$ cat config.mk
export PLATFORM = sky130hd
export DESIGN_NAME = cpa_ram
export DESIGN_NICKNAME = d
export VERILOG_FILES = /design/src/sv/cpa_ram.sv
export SDC_FILE = /design/constraint.sdc
export NUM_CORES = 2
export LEC_CHECK = 0
export ABC_AREA = 1
export ABC_CLOCK_PERIOD_IN_PS = 4000
export BUFFER_PORTS_ARGS = -buffer_cell sky130_fd_sc_hd__buf_4
export CORE_AREA = 8 8 493 495
export CTS_CLUSTER_SIZE = 40
export DETAILED_ROUTE_END_ITERATION = 6
export DIE_AREA = 0 0 501 503
export HOLD_SLACK_MARGIN = 0.1
export PLACE_DENSITY = 0.58
export SKIP_LAST_GASP = 1
export SLEW_MARGIN = 15
export SYNTH_ARGS = -nofsm -noshare
export SYNTH_HDL_FRONTEND = slang
export SYNTH_SLANG_ARGS = --single-unit
$ cat constraint.sdc
create_clock -name clock -period 4 [get_ports clock]
set_input_delay 0.2 -clock clock [delete_from_list [all_inputs] [get_ports clock]]
set_output_delay 0.2 -clock clock [all_outputs]
set_load 0.01 [all_outputs]
$ cat src/sv/cpa_ram.sv
// generic single-write, single-read synchronous ram with registered read data
`timescale 1ns / 1ps
module cpa_ram #(
   parameter int ADDR_W = 8,
   parameter int DATA_W = 9
) (
   input  logic              clock,
   input  logic              we,
   input  logic [ADDR_W-1:0] waddr,
   input  logic [DATA_W-1:0] wdata,
   input  logic              re,
   input  logic [ADDR_W-1:0] raddr,
   output logic [DATA_W-1:0] rdata
);
   localparam int DEPTH = 1 << ADDR_W;

   logic [DATA_W-1:0] mem_ff [DEPTH];
   logic [DATA_W-1:0] rdata_ff;

   always_ff @(posedge clock) begin
      if (we) begin
         mem_ff[waddr] <= wdata;
      end
      if (re) begin
         rdata_ff <= mem_ff[raddr];
      end
   end

   assign rdata = rdata_ff;

endmodule

==> metrics.txt <==
status=completed; post-route cell area=105,300 um2; Final Hold Viols=0; drt drc=0; Placed Cells incl. Taps=10,720; Die Wd=501 um; ys async rst share=0%; root buffer cell=clkbuf_16; Worst Hold End=mem_ff[182][7]$_DFFE_PP_; Max Clock Skew=0.04235 ns; Hold Crit Class=input pin to flip-flop; Top Usage Layer GRT=met2; GR Util met3=3.633%; worst hold path stage count=3; most used cell along the critical path=nor2_1; Place WS=0.6191 ns; peak supply drop=369.9 uV; IO buf count=36; Post-Layout Cell Count=11,180; worst stage delay on the critical path=1.05 ns; grt total ovfl=0; Clock Path Buffers=3; total number of vias=61,660; Switching Fraction=23.10%; H-tree depth reported by CTS=4; Cell Area, Placed=97,810 um2; Reg-to-Reg End=rdata[1]$_DFFE_PP_; pin count of the biggest net entering global routing=201; Internal=39.22 mW; die area=252,000 um2; GPL Wtd Cong=0.8628; clk_lat worst skew=0.89 ns; Hold Crit Start=we; Comb pwr share=6.2%; post-synthesis sequential area ratio=74.20%; CTS Buf Count=232; measured slew at the worst slew-check pin=1.273 ns; number of max-cap violations=0; Detailed Route Iter0 Violations=7,729; post-route ant nets=0; setup TNS=0 ns; synthesized area=93,610 um2; Clock Sinks=2,313; first-pass GRT wire length=400,100 um; crit end category=flip-flop; fmax=0.3200 GHz; Sw Pwr=11.78 mW; DRT Pass-1 Iters=7; syn_nets=7,854; Slew Limit Headroom=14.81%; EDFF count, synth=2,313; Starting Density=39.92%; Syn-to-layout area delta=12.51%; initial antenna violation count=9; die height=503 um; vias per inst=5.517; Leakage=36.27 nW; Yosys top cell by area=edfxtp_1; #FFs+latches synth=2,313; fin crit period=3.125 ns; r2r worst-path depth=11; commonest cells in the netlist=nand2_1 (2,384), edfxtp_1 (2,313), nand3_1 (2,271), buf_2 (326), nor2_1 (283); Slew Limit Fails=0; Routed WL per cell=24.34 um; ys flop type=edfxtp_1; Reg clk slew, reported paths=0.06 ns; overall routed net length=272,100 um; Worst EP arrival=3.62 ns; clock network power share=41.4%; Yosys cell types=14; most frequent cell after synthesis=nand2_1; Synth top area share=74.20%; CP max FO=13; Cell Chain, Critical Path=dlygate4sd3_1, buf_4, nor2_1, dlygate4sd3_1, inv_1, nor2_1, nand2_2, nor2_1; Slowest cell on crit path=nor2_1; GRT Total Usage=20.98%; Sequential Power Share=52.5%; Boundary Pins=37; Crit Path Class=input pin to flip-flop; Core ar.=234,500 um2; met1 usage=29.09%; share of post-route cells with drive strength above 1=7.653%; synth warn=0; number of global-route vias before repair=58,960; HPWL after detailed placement=154,900 um; Final WS setup=0.8754 ns; Startpoint Class=input pin; GR met2 Demand/Resource=33.47%; CTS tree=yes; Rows=178; setup slack, reg-to-reg=1.56 ns; Worst Path Required=4.50 ns; Area contributors post-synth=edfxtp_1 (74%), nand3_1 (12%), nand2_1 (9.6%); RSZ-0062 raised after global routing=false; Final nets=7,852; total power=51.01 mW; instance count of the mapped netlist=7,826; syn avg cell area=11.96 um2; worst r2r src=mem_ff[225][1]$_DFFE_PP_; crit share post-route=78.11%; pwr/cell area=484.3 nW/um2; post-cts repair resize count=0; count of final setup violators=0
-- kinds of logic after synthesis --
family,synth area share (%)
flip-flops,74.20
AND/OR/NAND/NOR,22.84
buffers and inverters,2.966
-- per-stage QoR --
| stage | hold slack [ns] | utilization, % |
|---|---|---|
| 2_1_floorplan | 0.2989 | - |
| 3_3_place_gp | 0.6039 | 41.71 |
| 3_5_place_dp | 0.6031 | 41.71 |
| 4_1_cts | 0.1512 | 44.90 |
| 5_1_grt | 0.1039 | 44.91 |
| 6_report | 0.1341 | 44.91 |
-- layer usage --
layer,up-vias,part of all wire [%]
met5,-,0.0099
met4,4,3.8
li1,27860,-
met2,2570,47
met3,475,7.9
met1,30760,42
-- state kept, by name (all words and copies together), names as in the netlist --
register / flops
rdata: 9
mem_ff: 2304
-- critical path, delay by kind of cell --
kind | cells | cell delay (ns)
simple gates | 4 | 2.08
buf+inv | 4 | 1.33
-- layout make-up --
| type | instances | area, um2 |
|---|---|---|
| fillers | 21120 | 129200 |
| flip-flops and latches | 2313 | 69460 |
| multi-input cells | 4938 | 21400 |
| clock buffers | 298 | 6096 |
| well taps | 3150 | 3941 |
| repair buffers | 300 | 2989 |
| clock inverters | 135 | 1230 |
| inverters | 39 | 191.4 |
| diodes | 4 | 10.01 |
-- cells in the final DEF (no fill, tap or decap) --
cell type / synthesis / routed
dlygate4sd3_1: 0 / 17
diode_2: 0 / 4
clkinv_1: 3 / 56
clkbuf_16: 0 / 234
nor2_2: 0 / 1
clkinv_16: 0 / 5
buf_8: 0 / 12
inv_2: 3 / 1
clkbuf_1: 115 / 64
buf_12: 0 / 48
clkinv_8: 0 / 2
buf_6: 15 / 1
bufinv_16: 0 / 15
nor2_1: 283 / 282
nand3_1: 2271 / 2271
buf_4: 25 / 222
inv_6: 0 / 5
clkinvlp_4: 0 / 9
inv_8: 0 / 1
inv_1: 31 / 31
edfxtp_1: 2313 / 2313
nand2_2: 0 / 9
inv_16: 0 / 6
nand2_1: 2384 / 2375
clkinv_2: 1 / 43
-- power by group through the flow --
stage | clock, mW | sequential, mW | combinational, mW
after detailed placement | 0 | 27.3 | 3.10
after global placement | 0 | 27.3 | 3.08
after floorplan | 0 | 27.3 | 1.63
after global routing | 22.3 | 26.8 | 3.37
final | 21.1 | 26.8 | 3.14
after CTS | 21.4 | 26.8 | 3.12
-- timing repair --
item | CTS | global route
buffers inserted | 0 | 0
hold buffers | 17 | 0
endpoints found under the hold margin | 884 | 0
-- worst max path at each step --
stage,depth (start not counted),to,slack (ns),from
2_1_floorplan,4,mem_ff[162][0]$_DFFE_PP_,2.26,we
3_3_place_gp,13,rdata[3]$_DFFE_PP_,0.69,raddr[0]
3_5_place_dp,13,rdata[3]$_DFFE_PP_,0.62,raddr[0]
4_1_cts,8,mem_ff[5][7]$_DFFE_PP_,0.97,waddr[3]
5_1_grt,8,mem_ff[69][4]$_DFFE_PP_,0.81,waddr[3]
6_report,8,mem_ff[213][3]$_DFFE_PP_,0.88,waddr[3]
(Power assumes the default switching activity.)
