==> src/sv/cpa_pkg.sv <==
// shared types, codes and sizes of the cell pool allocator
`timescale 1ns / 1ps
package cpa_pkg;

   localparam int MAX_CELLS  = 256;
   localparam int CELL_W     = $clog2(MAX_CELLS);
   localparam int LINK_W     = CELL_W + 1;
   localparam int COUNT_W    = 9;
   localparam int CSR_ADDR_W = 3;
   localparam int CSR_DATA_W = 32;

   localparam logic [LINK_W-1:0]  NONE_LINK     = LINK_W'(MAX_CELLS);
   localparam logic [COUNT_W-1:0] COUNT_RESET   = COUNT_W'(256);
   localparam logic [COUNT_W-1:0] MAX_CELLS_CNT = COUNT_W'(MAX_CELLS);

   // action codes
   localparam logic [2:0] ACT_ALLOC   = 3'd0;
   localparam logic [2:0] ACT_RELEASE = 3'd1;
   localparam logic [2:0] ACT_FIRST   = 3'd2;
   localparam logic [2:0] ACT_NEXT    = 3'd3;
   localparam logic [2:0] ACT_CLEAR   = 3'd4;

   // status codes
   localparam logic [1:0] STATUS_OK        = 2'd0;
   localparam logic [1:0] STATUS_EXHAUSTED = 2'd1;
   localparam logic [1:0] STATUS_RANGE     = 2'd2;

   // register index
   localparam logic [CSR_ADDR_W-3:0] REG_CELL_COUNT = '0;

   typedef struct packed {
      logic [2:0]        action;
      logic [CELL_W-1:0] cell_index;
   } req_type;

   typedef struct packed {
      logic [CELL_W-1:0] result_cell;
      logic              has_cell;
      logic [1:0]        status;
   } rsp_type;

   typedef struct packed {
      logic              we;
      logic [CELL_W-1:0] waddr;
      logic [LINK_W-1:0] wdata;
      logic              re;
      logic [CELL_W-1:0] raddr;
   } link_port_type;

endpackage

==> src/sv/cpa_csr.sv <==
// configuration register block with its apb-style access port
`timescale 1ns / 1ps
module cpa_csr (
   input  logic                             clock,
   input  logic                             reset,
   input  logic                             psel,
   input  logic                             penable,
   input  logic                             pwrite,
   input  logic [cpa_pkg::CSR_ADDR_W-1:0]   paddr,
   input  logic [cpa_pkg::CSR_DATA_W-1:0]   pwdata,
   output logic [cpa_pkg::CSR_DATA_W-1:0]   prdata,
   output logic                             pready,
   output logic [cpa_pkg::COUNT_W-1:0]      cell_count
);
   import cpa_pkg::*;

   logic [COUNT_W-1:0] cell_count_ff, cell_count_in;
   logic               sel_count;

   assign sel_count = (paddr[CSR_ADDR_W-1:2] == REG_CELL_COUNT);

   always_comb begin
      cell_count_in = cell_count_ff;
      if (psel && penable && pwrite && sel_count) begin
         cell_count_in = pwdata[COUNT_W-1:0];
      end
   end

   always_ff @(posedge clock) begin
      if (reset) begin
         cell_count_ff <= COUNT_RESET;
      end else begin
         cell_count_ff <= cell_count_in;
      end
   end

   assign prdata     = sel_count ? CSR_DATA_W'(cell_count_ff) : '0;
   assign pready     = 1'b1;
   assign cell_count = cell_count_ff;

endmodule

==> config.mk <==
export PLATFORM = sky130hd
export DESIGN_NAME = cpa_csr
export DESIGN_NICKNAME = d
export VERILOG_FILES = /design/src/sv/cpa_pkg.sv /design/src/sv/cpa_csr.sv
export SDC_FILE = /design/constraint.sdc
export NUM_CORES = 1
export LEC_CHECK = 0
export BUFFER_PORTS_ARGS = -buffer_cell sky130_fd_sc_hd__buf_2
export CAP_MARGIN = 20
export CELL_PAD_IN_SITES_DETAIL_PLACEMENT = 0
export CELL_PAD_IN_SITES_GLOBAL_PLACEMENT = 1
export CORE_MARGIN = 10
export CORE_UTILIZATION = 18
export CTS_CLUSTER_SIZE = 30
export DETAILED_ROUTE_END_ITERATION = 16
export GPL_TIMING_DRIVEN = 0
export PLACE_DENSITY_LB_ADDON = 0.25
export SYNTH_ARGS = -nofsm -noshare
export SYNTH_HDL_FRONTEND = slang
export SYNTH_SLANG_ARGS = --single-unit
export TNS_END_PERCENT = 20
==> constraint.sdc <==
create_clock -name clock -period 0.8 [get_ports clock]
set_input_delay 0.08 -clock clock [delete_from_list [all_inputs] [get_ports clock]]
set_output_delay 0.08 -clock clock [all_outputs]
set_load 0.005 [all_outputs]
==> summary.txt <==
Req. time, crit path = 0.72 ns
Peak supply drop = 0.692 mV
Initial core utilization = 18.4%
Clock-pin slew on the worst setup and hold paths = 0.05 ns
Largest register FFs = 9
Hold Fails Final Rpt = 0
RR Startpoint = cell_count[7]
Static leakage = 0.586 nW
First-pass GRT wire length = 2670 µm
Final nets = 174
Hold crit path type = in2reg
Gpl congestion = 0.619
CTS buffer count = 3
Boundary pin count = 82
Die Wd = 81.0 µm
CTS H-Tree Depth = 1
Arr. time, crit path = 0.85 ns
Starting DRT DRC Count = 10
Total gr overflow = 0
Largest net degree at the start of global routing = 11
PnR worst setup slack = -0.131 ns
CP Capture Type = output pin
Worst-Skew Late Latency = 0.23 ns
DR pass1 iterations = 3
Area grow syn2layout = 60.9%
Final Skew = 0 ns
Antenna violations before repair = 0
Height of the die = 81.0 µm
Max incr delay on CP = 0.32 ns
WHS = 0.0960 ns
Vias in the first global route = 549
Vias = 577
Detailed Place HPWL = 1600 µm
Fmax = 1070 MHz
RSZ-0062 raised after global routing = yes
Detail Route Antenna Nets = 0
Clock Sinks = 9
Area of the mapped netlist = 669 µm²
MaxCap Viol Count = 0
GRT Util Overall = 5.05%
Failing checks = setup timing
Post-DR wirelength/cell = 10.4 µm
Post-route insts no fill = 181
Share of cells above drive strength 1 = 59.4%
Worst-path fanout max = 3
CP max stage cell = dfxtp_2
CP Buf/Inv Count = 1
HP Start = pwdata[1]
Via/cell ratio = 3.19
Dpl cells = 176
Final slew viol count = 0
Seq cells post-synth = 9
YS warnings = 0
Syn avg cell area = 9.05 µm²
Fin crit period = 0.931 ns
Status = finished with violations
Final Util = 29.6%
PortBufs = 32
Final setup fails = 10
Residual DRC count = 0
Routed wire length = 1880 µm
Syn Inst Count = 74
Antenna diodes = 0
Delay-heaviest family, CP = flip-flops
Core area = 3630 µm²
CTS tree = yes
Yosys cell types = 10
Crit share post-route = 116%
Startpoint types = flip-flop
PwrDens = 1170 nW/µm²
Worst Setup SP = cell_count[1]
Sequential area share after synthesis = 26.9%
CTS Buffer Depth = 2
CTS Hold Buffers Added = 0
Num rows = 22
Critical path, cell by cell = and2b_2 -> buf_6
Worst setup path class = reg2out
Clock Tree Root = clkbuf_8
Die Footprint = 6560 µm²
-- metal layers --
metal,part of all wire [%],vias to the layer above,global-route usage (%)
li1,-,300,-
met4,0.96,0,1.04
met1,34,250,4.60
met5,0,-,0
met3,12,2,3.31
met2,54,25,9.24
-- layout make-up --
type | instances | area [µm²]
plain buffers | 26 | 195
clock buffers | 4 | 45.0
fillers | 418 | 2560
multi-input cells | 61 | 377
flip-flops and latches | 9 | 191
well taps | 48 | 60.1
repair buffers | 33 | 209
-- Yosys cell counts --
master	n	area share [%]
and4b_1	1	1.5
dfxtp_1	9	27
nor2_1	2	1.1
buf_6	1	1.7
and2b_2	9	12
clkbuf_1	1	0.56
nand2b_1	16	15
conb_1	2	1.1
mux2i_1	9	13
buf_4	24	27
-- per-stage QoR --
step / area, µm² / power [W] / TNS [ns] / setup slack (ns)
after floorplan: 752 / 0.000643 / 0 / 0.102
after global placement: 972 / 0.000713 / -1.22 / -0.138
after detailed placement: 972 / 0.000714 / -1.45 / -0.179
after CTS: 1030 / 0.00126 / -1.22 / -0.142
after global routing: 1080 / 0.00135 / -1.51 / -0.170
final: 1080 / 0.00126 / -1.18 / -0.131
-- layout by cell type (no fill, tap or decap), drive strengths merged --
cell / netlist / final
and2b: 9 / 9
and4b: 1 / 1
buf: 25 / 58
clkbuf: 1 / 5
conb: 2 / 24
dfxtp: 9 / 9
mux2i: 9 / 9
nand2b: 16 / 16
nor2: 2 / 2
-- cell families (layout without fill, tap and decap cells) --
logic type | Yosys count | count (layout) | synth area share, %
AND/OR/NAND/NOR | 28 | 28 | 29.3
buffers and inverters | 26 | 63 | 29.2
multiplexers | 9 | 9 | 13.5
flip-flops | 9 | 9 | 26.9
other | 2 | 24 | 1.12
-- final timing paths --
kind,end,slack [ns],cells after the start
worst max-delay path,prdata[1],-0.13,2
worst min register to register,cell_count[0],0.47,2
worst min-delay path,cell_count[1],0.1,3
worst max register to register,cell_count[7],0.15,3
-- tightest hold or removal path: stages --
cell	delay, ns
buf_2	0.09
nand2b_1	0.05
mux2i_1	0.06
-- timing repair --
item | CTS | global route
resized for setup | 8 | 8
setup buffers | 0 | 1
endpoints found under the setup margin | 9 | 10
-- power by group --
| part | internal (W) | switching (W) | leakage [nW] |
|---|---|---|---|
| sequential | 0.000462 | 0.00000623 | 0.0763 |
| combinational | 0.000158 | 0.0000989 | 0.487 |
| clock | 0.000348 | 0.000185 | 0.0228 |
Power figures use the tool's default switching activity.
