[config.mk]
export PLATFORM = sky130hd
export DESIGN_NAME = cpa_ctrl
export DESIGN_NICKNAME = d
export VERILOG_FILES = /design/src/sv/cpa_pkg.sv /design/src/sv/cpa_ctrl.sv
export SDC_FILE = /design/constraint.sdc
export NUM_CORES = 1
export LEC_CHECK = 0
export BUFFER_PORTS_ARGS = -buffer_cell sky130_fd_sc_hd__buf_2
export CAP_MARGIN = 25
export CORE_UTILIZATION = 40
export DETAILED_ROUTE_END_ITERATION = 8
export PLACE_DENSITY = 0.63
export SYNTH_ARGS = -nofsm -noshare
export SYNTH_HDL_FRONTEND = slang
export SYNTH_SLANG_ARGS = --single-unit
[constraint.sdc]
create_clock -name clock -period 7.3 [get_ports clock]
set_input_delay 0.73 -clock clock [delete_from_list [all_inputs] [get_ports clock]]
set_output_delay 0.73 -clock clock [all_outputs]
set_load 0.01 [all_outputs]
[src/sv/cpa_pkg.sv]
// shared types, codes and sizes of the cell pool allocator
`timescale 1ns / 1ps
package cpa_pkg;

   localparam int MAX_CELLS  = 256;
   localparam int CELL_W     = $clog2(MAX_CELLS);
   localparam int LINK_W     = CELL_W + 1;
   localparam int COUNT_W    = 9;
   localparam int CSR_ADDR_W = 3;
   localparam int CSR_DATA_W = 32;

   localparam logic [LINK_W-1:0]  NONE_LINK     = LINK_W'(MAX_CELLS);
   localparam logic [COUNT_W-1:0] COUNT_RESET   = COUNT_W'(256);
   localparam logic [COUNT_W-1:0] MAX_CELLS_CNT = COUNT_W'(MAX_CELLS);

   // action codes
   localparam logic [2:0] ACT_ALLOC   = 3'd0;
   localparam logic [2:0] ACT_RELEASE = 3'd1;
   localparam logic [2:0] ACT_FIRST   = 3'd2;
   localparam logic [2:0] ACT_NEXT    = 3'd3;
   localparam logic [2:0] ACT_CLEAR   = 3'd4;

   // status codes
   localparam logic [1:0] STATUS_OK        = 2'd0;
   localparam logic [1:0] STATUS_EXHAUSTED = 2'd1;
   localparam logic [1:0] STATUS_RANGE     = 2'd2;

   // register index
   localparam logic [CSR_ADDR_W-3:0] REG_CELL_COUNT = '0;

   typedef struct packed {
      logic [2:0]        action;
      logic [CELL_W-1:0] cell_index;
   } req_type;

   typedef struct packed {
      logic [CELL_W-1:0] result_cell;
      logic              has_cell;
      logic [1:0]        status;
   } rsp_type;

   typedef struct packed {
      logic              we;
      logic [CELL_W-1:0] waddr;
      logic [LINK_W-1:0] wdata;
      logic              re;
      logic [CELL_W-1:0] raddr;
   } link_port_type;

endpackage

[src/sv/cpa_ctrl.sv]
// list sequencer: heads, fresh mark, in-use bits and link memory accesses
`timescale 1ns / 1ps
module cpa_ctrl (
   input  logic                           clock,
   input  logic                           reset,
   input  logic                           start,
   input  cpa_pkg::req_type               req_data,
   output logic                           busy,
   output logic                           rsp_strobe,
   output cpa_pkg::rsp_type               rsp_data,
   input  logic [cpa_pkg::COUNT_W-1:0]    cell_count,
   output cpa_pkg::link_port_type         next_port,
   input  logic [cpa_pkg::LINK_W-1:0]     next_rdata,
   output cpa_pkg::link_port_type         prev_port,
   input  logic [cpa_pkg::LINK_W-1:0]     prev_rdata
);
   import cpa_pkg::*;

   typedef enum logic [5:0] {
      ST_IDLE    = 6'b000001,
      ST_ALLOC_A = 6'b000010,
      ST_ALLOC_B = 6'b000100,
      ST_REL_A   = 6'b001000,
      ST_REL_B   = 6'b010000,
      ST_NEXT    = 6'b100000
   } state_type;

   state_type            state_ff, state_in;
   logic [LINK_W-1:0]    free_head_ff, free_head_in;
   logic [LINK_W-1:0]    used_head_ff, used_head_in;
   logic [LINK_W-1:0]    fresh_ff, fresh_in;
   logic [MAX_CELLS-1:0] in_use_ff, in_use_in;
   logic [CELL_W-1:0]    cell_ff, cell_in;
   logic                 from_free_ff, from_free_in;
   logic                 rsp_valid_ff, rsp_valid_in;
   rsp_type              rsp_ff, rsp_in;

   logic [COUNT_W-1:0]   live_count;
   logic                 accept;
   logic                 cell_ok;
   logic                 head_hit;

   assign live_count = (cell_count > MAX_CELLS_CNT) ? MAX_CELLS_CNT : cell_count;
   assign accept     = start && (state_ff == ST_IDLE);
   assign cell_ok    = (COUNT_W'(req_data.cell_index) < live_count)
                       && in_use_ff[req_data.cell_index];
   assign head_hit   = (used_head_ff == LINK_W'(cell_ff));

   always_comb begin
      state_in     = state_ff;
      free_head_in = free_head_ff;
      used_head_in = used_head_ff;
      fresh_in     = fresh_ff;
      in_use_in    = in_use_ff;
      cell_in      = cell_ff;
      from_free_in = from_free_ff;
      rsp_valid_in = 1'b0;
      rsp_in       = rsp_ff;
      next_port    = '0;
      prev_port    = '0;

      unique case (state_ff)
         ST_IDLE: begin
            if (accept) begin
               case (req_data.action)
                  ACT_ALLOC: begin
                     if (free_head_ff < NONE_LINK) begin
                        cell_in         = free_head_ff[CELL_W-1:0];
                        from_free_in    = 1'b1;
                        next_port.re    = 1'b1;
                        next_port.raddr = free_head_ff[CELL_W-1:0];
                        state_in        = ST_ALLOC_A;
                     end else if (COUNT_W'(fresh_ff) < live_count) begin
                        cell_in      = fresh_ff[CELL_W-1:0];
                        from_free_in = 1'b0;
                        fresh_in     = fresh_ff + LINK_W'(1);
                        state_in     = ST_ALLOC_A;
                     end else begin
                        rsp_valid_in = 1'b1;
                        rsp_in       = '{result_cell: '0, has_cell: 1'b0,
                                         status: STATUS_EXHAUSTED};
                     end
                  end
                  ACT_RELEASE: begin
                     if (cell_ok) begin
                        cell_in         = req_data.cell_index;
                        next_port.re    = 1'b1;
                        next_port.raddr = req_data.cell_index;
                        prev_port.re    = 1'b1;
                        prev_port.raddr = req_data.cell_index;
                        state_in        = ST_REL_A;
                     end else begin
                        rsp_valid_in = 1'b1;
                        rsp_in       = '{result_cell: '0, has_cell: 1'b0,
                                         status: STATUS_RANGE};
                     end
                  end
                  ACT_FIRST: begin
                     rsp_valid_in = 1'b1;
                     if (used_head_ff < NONE_LINK) begin
                        rsp_in = '{result_cell: used_head_ff[CELL_W-1:0], has_cell: 1'b1,
                                   status: STATUS_OK};
                     end else begin
                        rsp_in = '{result_cell: '0, has_cell: 1'b0, status: STATUS_OK};
                     end
                  end
                  ACT_NEXT: begin
                     if (cell_ok) begin
                        next_port.re    = 1'b1;
                        next_port.raddr = req_data.cell_index;
                        state_in        = ST_NEXT;
                     end else begin
                        rsp_valid_in = 1'b1;
                        rsp_in       = '{result_cell: '0, has_cell: 1'b0,
                                         status: STATUS_RANGE};
                     end
                  end
                  ACT_CLEAR: begin
                     in_use_in    = '0;
                     free_head_in = NONE_LINK;
                     used_head_in = NONE_LINK;
                     fresh_in     = '0;
                     rsp_valid_in = 1'b1;
                     rsp_in       = '{result_cell: '0, has_cell: 1'b0, status: STATUS_OK};
                  end
                  default: begin
                     rsp_valid_in = 1'b1;
                     rsp_in       = '{result_cell: '0, has_cell: 1'b0, status: STATUS_OK};
                  end
               endcase
            end
         end
         ST_ALLOC_A: begin
            // pop the free list and link the new cell ahead of the old head
            if (from_free_ff) begin
               free_head_in = next_rdata;
            end
            next_port.we    = 1'b1;
            next_port.waddr = cell_ff;
            next_port.wdata = used_head_ff;
            if (used_head_ff < NONE_LINK) begin
               prev_port.we    = 1'b1;
               prev_port.waddr = used_head_ff[CELL_W-1:0];
               prev_port.wdata = LINK_W'(cell_ff);
            end
            state_in = ST_ALLOC_B;
         end
         ST_ALLOC_B: begin
            prev_port.we      = 1'b1;
            prev_port.waddr   = cell_ff;
            prev_port.wdata   = NONE_LINK;
            used_head_in      = LINK_W'(cell_ff);
            in_use_in[cell_ff] = 1'b1;
            rsp_valid_in      = 1'b1;
            rsp_in            = '{result_cell: cell_ff, has_cell: 1'b1, status: STATUS_OK};
            state_in          = ST_IDLE;
         end
         ST_REL_A: begin
            // unlink: next_rdata and prev_rdata hold the cell's neighbors
            if (head_hit) begin
               used_head_in = next_rdata;
            end else if (prev_rdata < NONE_LINK) begin
               next_port.we    = 1'b1;
               next_port.waddr = prev_rdata[CELL_W-1:0];
               next_port.wdata = next_rdata;
            end
            if (next_rdata < NONE_LINK) begin
               prev_port.we    = 1'b1;
               prev_port.waddr = next_rdata[CELL_W-1:0];
               prev_port.wdata = (head_hit || (used_head_ff == next_rdata)) ?
                                 NONE_LINK : prev_rdata;
            end
            state_in = ST_REL_B;
         end
         ST_REL_B: begin
            next_port.we       = 1'b1;
            next_port.waddr    = cell_ff;
            next_port.wdata    = free_head_ff;
            free_head_in       = LINK_W'(cell_ff);
            in_use_in[cell_ff] = 1'b0;
            rsp_valid_in       = 1'b1;
            rsp_in             = '{result_cell: '0, has_cell: 1'b0, status: STATUS_OK};
            state_in           = ST_IDLE;
         end
         ST_NEXT: begin
            rsp_valid_in = 1'b1;
            if (next_rdata < NONE_LINK) begin
               rsp_in = '{result_cell: next_rdata[CELL_W-1:0], has_cell: 1'b1,
                          status: STATUS_OK};
            end else begin
               rsp_in = '{result_cell: '0, has_cell: 1'b0, status: STATUS_OK};
            end
            state_in = ST_IDLE;
         end
         default: begin
            state_in = ST_IDLE;
         end
      endcase
   end

   always_ff @(posedge clock) begin
      if (reset) begin
         state_ff     <= ST_IDLE;
         free_head_ff <= NONE_LINK;
         used_head_ff <= NONE_LINK;
         fresh_ff     <= '0;
         in_use_ff    <= '0;
         from_free_ff <= 1'b0;
         rsp_valid_ff <= 1'b0;
      end else begin
         state_ff     <= state_in;
         free_head_ff <= free_head_in;
         used_head_ff <= used_head_in;
         fresh_ff     <= fresh_in;
         in_use_ff    <= in_use_in;
         from_free_ff <= from_free_in;
         rsp_valid_ff <= rsp_valid_in;
      end
   end

   always_ff @(posedge clock) begin
      cell_ff <= cell_in;
      rsp_ff  <= rsp_in;
   end

   assign busy       = (state_ff != ST_IDLE);
   assign rsp_strobe = rsp_valid_ff;
   assign rsp_data   = rsp_ff;

endmodule

==> metrics.md <==
| Metric | Value |
|---|---|
| Die area | `44,400 um2` |
| Buf/Inv on CP | `4` |
| Die extent in x | `211 um` |
| PortBufs | `107` |
| Hold slack | `0.469 ns` |
| Top cells by area, synth | `dfxtp_1 33%, o21ai_0 12%, nor2_1 10%, a21oi_1 7.5%, mux4_2 4.1%` |
| Hold-fix buffers, CTS | `0` |
| # placed instances | `2,747` |
| Synth warn | `0` |
| Mapped cell area | `17,400 um2` |
| Avg Cell Area, Syn | `7.85 um2` |
| GRT overflow | `0` |
| Fraction of layout instances using a drive strength above 1 | `0.111` |
| Area post-placement | `18,100 um2` |
| CTS tree | `done` |
| RSZ-0062 raised after global routing | `false` |
| Clock Pin Slew Worst Setup and Hold Paths | `0.06 ns` |
| GRT Util Overall | `0.265` |
| Commonest cells after routing, fill and taps aside | `481 x nor2_1, 419 x o21ai_0, 291 x dfxtp_1` |
| Post-Layout Cell Count | `2,817` |
| Iteration-0 DRC Markers | `2,392` |
| Setup bufs post-CTS | `0` |
| Die Y | `211 um` |
| Flops & latches, synth | `310` |
| Sequential area share after synthesis | `0.367` |
| Tmin final | `5.07 ns` |
| Syn nets | `2,279` |
| Area leader, netlist | `dfxtp_1` |
| Wirelength per Cell | `21.6 um` |
| Htree depth | `2` |
| Final ANT Viol Nets | `0` |
| Final setup violation count | `0` |
| Critical path, cell by cell | `buf_2 -> inv_1 -> buf_4 -> mux2i_1 -> o22a_1 -> a31oi_1 -> a2111o_1 -> a21bo_2 -> a2111oi_4 -> a22o_1 -> buf_2` |
| Delay-heaviest family, CP | `compound AO/OA/AOI/OAI gates` |
| First-pass GRT wire length | `91,900 um` |
| EDFF count, synth | `19` |
| Maximum vdd ir drop | `128 uV` |
| Slew headroom | `0.240` |
| Setup ws final | `2.23 ns` |
| Inserted Diodes | `0` |
| Worst R2R Path Depth | `8` |
| Asr flop ratio synth | `0` |
| # DRC | `0` |
| Filler cells | `4,170` |
| Post-synth cell types | `65` |
| Slew at the pin closest to its max-slew limit | `1.14 ns` |
| Most common cell after layout, fill and taps aside | `nor2_1` |
| CTS root buf | `clkbuf_16` |
| WS Path Type | `input port to output pin` |
| Initial antenna violation count | `0` |
| Final worst path period share | `0.694` |
| Hold depth | `2` |
| Inserted Clock Buffers | `36` |
| Clk_skew | `0.0274 ns` |
| Synth-to-layout area growth | `11.1%` |
| Fin. Hold Viols | `0` |
| CP startpoint kind | `input port` |
| Slowest-stage cell, CP | `a2111oi_4` |
| Main synth FF type | `dfxtp_1` |
| Largest net degree at the start of global routing | `216` |
| Crit-path most repeated cell | `buf_2` |
| Crit path DAT | `4.34 ns` |
| Total iterations of the first detailed-routing run | `9` |
| Fin. max-slew vios | `0` |
| Post_cts resized | `0` |
| Max-Cap Viols | `0` |
| Vias in the first global route | `15,807` |
| # IOs | `108` |
| Dpl hpwl | `38,400 um` |
| Top cell type's share of synthesized area | `0.334` |
| Crit path largest cell delay | `0.60 ns` |
| Gp weighted congestion | `0.933` |
| PwrDens | `197 nW/um2` |
| Dpl ws | `2.26 ns` |
| Worst-path fanout max | `20` |
| CTS sink cnt | `310` |
| Clk buf depth | `3` |
| LEAKAGE | `6.86 nW` |
| FMAX | `197 MHz` |
| Routed vias | `17,400` |
| Core area | `43,100 um2` |
| # rows | `76` |
| Vias per cell | `6.18` |
| Total negative slack | `0 ns` |
| Cells after Synth | `2,222` |
| Worst Hold Class | `flop to flop` |
| Final instance area | `19,400 um2` |
| Nets | `2,262` |
| Starting Density | `0.405` |
| Clk_lat worst skew | `0.56 ns` |
| Critical Path RT | `6.57 ns` |
| Routed WL | `60,800 um` |
| Crit path capture type | `output pin` |
| Number of cells on the critical path | `11` |
| Status | `finished, final reports clean` |
cell usage after synthesis (19+ instances only):
library cell  instances
dfxtp_1             291
a31oi_1              20
clkbuf_1            163
a211oi_1             66
mux4_1               25
a21oi_1             263
nand3_1              21
inv_1                22
a22o_1               24
edfxtp_1             19
mux4_2               32
mux2i_1              38
nor2_1              482
o21ai_0             419
nand2_1              72
sequential cells by signal (all words and copies together) (netlist names):
| name | cells |
|---|---|
| in_use_ff | 256 |
| rsp_data | 11 |
| free_head_ff | 9 |
| fresh_ff | 9 |
| used_head_ff | 9 |
| cell_ff | 8 |
| state_ff | 6 |
| from_free_ff | 1 |
| rsp_strobe | 1 |
worst register-to-register path: stages (launching register included):
cell and delay, ns:
dfxtp_1 0.34, nor4_1 0.60, nand4b_1 0.64, nor2_1 0.63, nor3_1 0.10, buf_4 0.21, nor2_1 0.65, a21oi_1 0.14
a211oi_1 0.24
layout make-up:
| class | instances | area, um2 | share of cell area |
|---|---|---|---|
| clock buffers | 56 | 1110 | 0.0572 |
| clock inverters | 9 | 87.6 | 0.00452 |
| inverters | 23 | 86.3 | 0.00446 |
| multi-input cells | 1692 | 10100 | 0.521 |
| flip-flops and latches | 310 | 6400 | 0.330 |
| well taps | 585 | 732 | 0.0378 |
| repair buffers | 142 | 867 | 0.0447 |
per-layer routing:
layer,track usage,up-vias,share of wire
met2,0.415,841,0.45
met1,0.358,8390,0.43
met5,0,-,0
li1,-,8038,-
met4,0.108,0,0.039
met3,0.0529,131,0.089
kinds of logic after synthesis:
logic type               synth area share
AO/OA/AOI/OAI                       0.293
buffers and inverters              0.0559
flip-flops                          0.367
XOR/XNOR                           0.0105
AND/OR/NAND/NOR                     0.160
multiplexers                        0.102
adder cells (fa/ha/maj)            0.0115
final timing paths:
check | startpoint | endpoint | slack (ns)
worst max-delay path | req_data[2] | next_port[2] | 2.23
worst min-delay path | in_use_ff[67] | in_use_ff[67] | 0.47
worst max register to register | state_ff[5] | in_use_ff[243] | 3.66
worst min register to register | in_use_ff[67] | in_use_ff[67] | 0.47
through the flow:
stage / power (W) / utilization
6_report: 0.00381 / 0.450
5_1_grt: 0.00392 / 0.450
4_1_cts: 0.00382 / 0.449
3_5_place_dp: 0.00200 / 0.421
3_3_place_gp: 0.00200 / 0.419
2_1_floorplan: 0.00192 / -
power breakdown:
| part | leakage [nW] | internal [W] | total, W | switching [W] |
|---|---|---|---|---|
| registers | 2.53 | 0.00172 | 0.00173 | 0.0000156 |
| clock network | 0.588 | 0.00108 | 0.00184 | 0.000756 |
| logic | 3.74 | 0.0000679 | 0.000237 | 0.000169 |
| total | 6.86 | 0.00287 | 0.00381 | 0.000941 |
No activity file was read; power rests on OpenSTA's default activity.
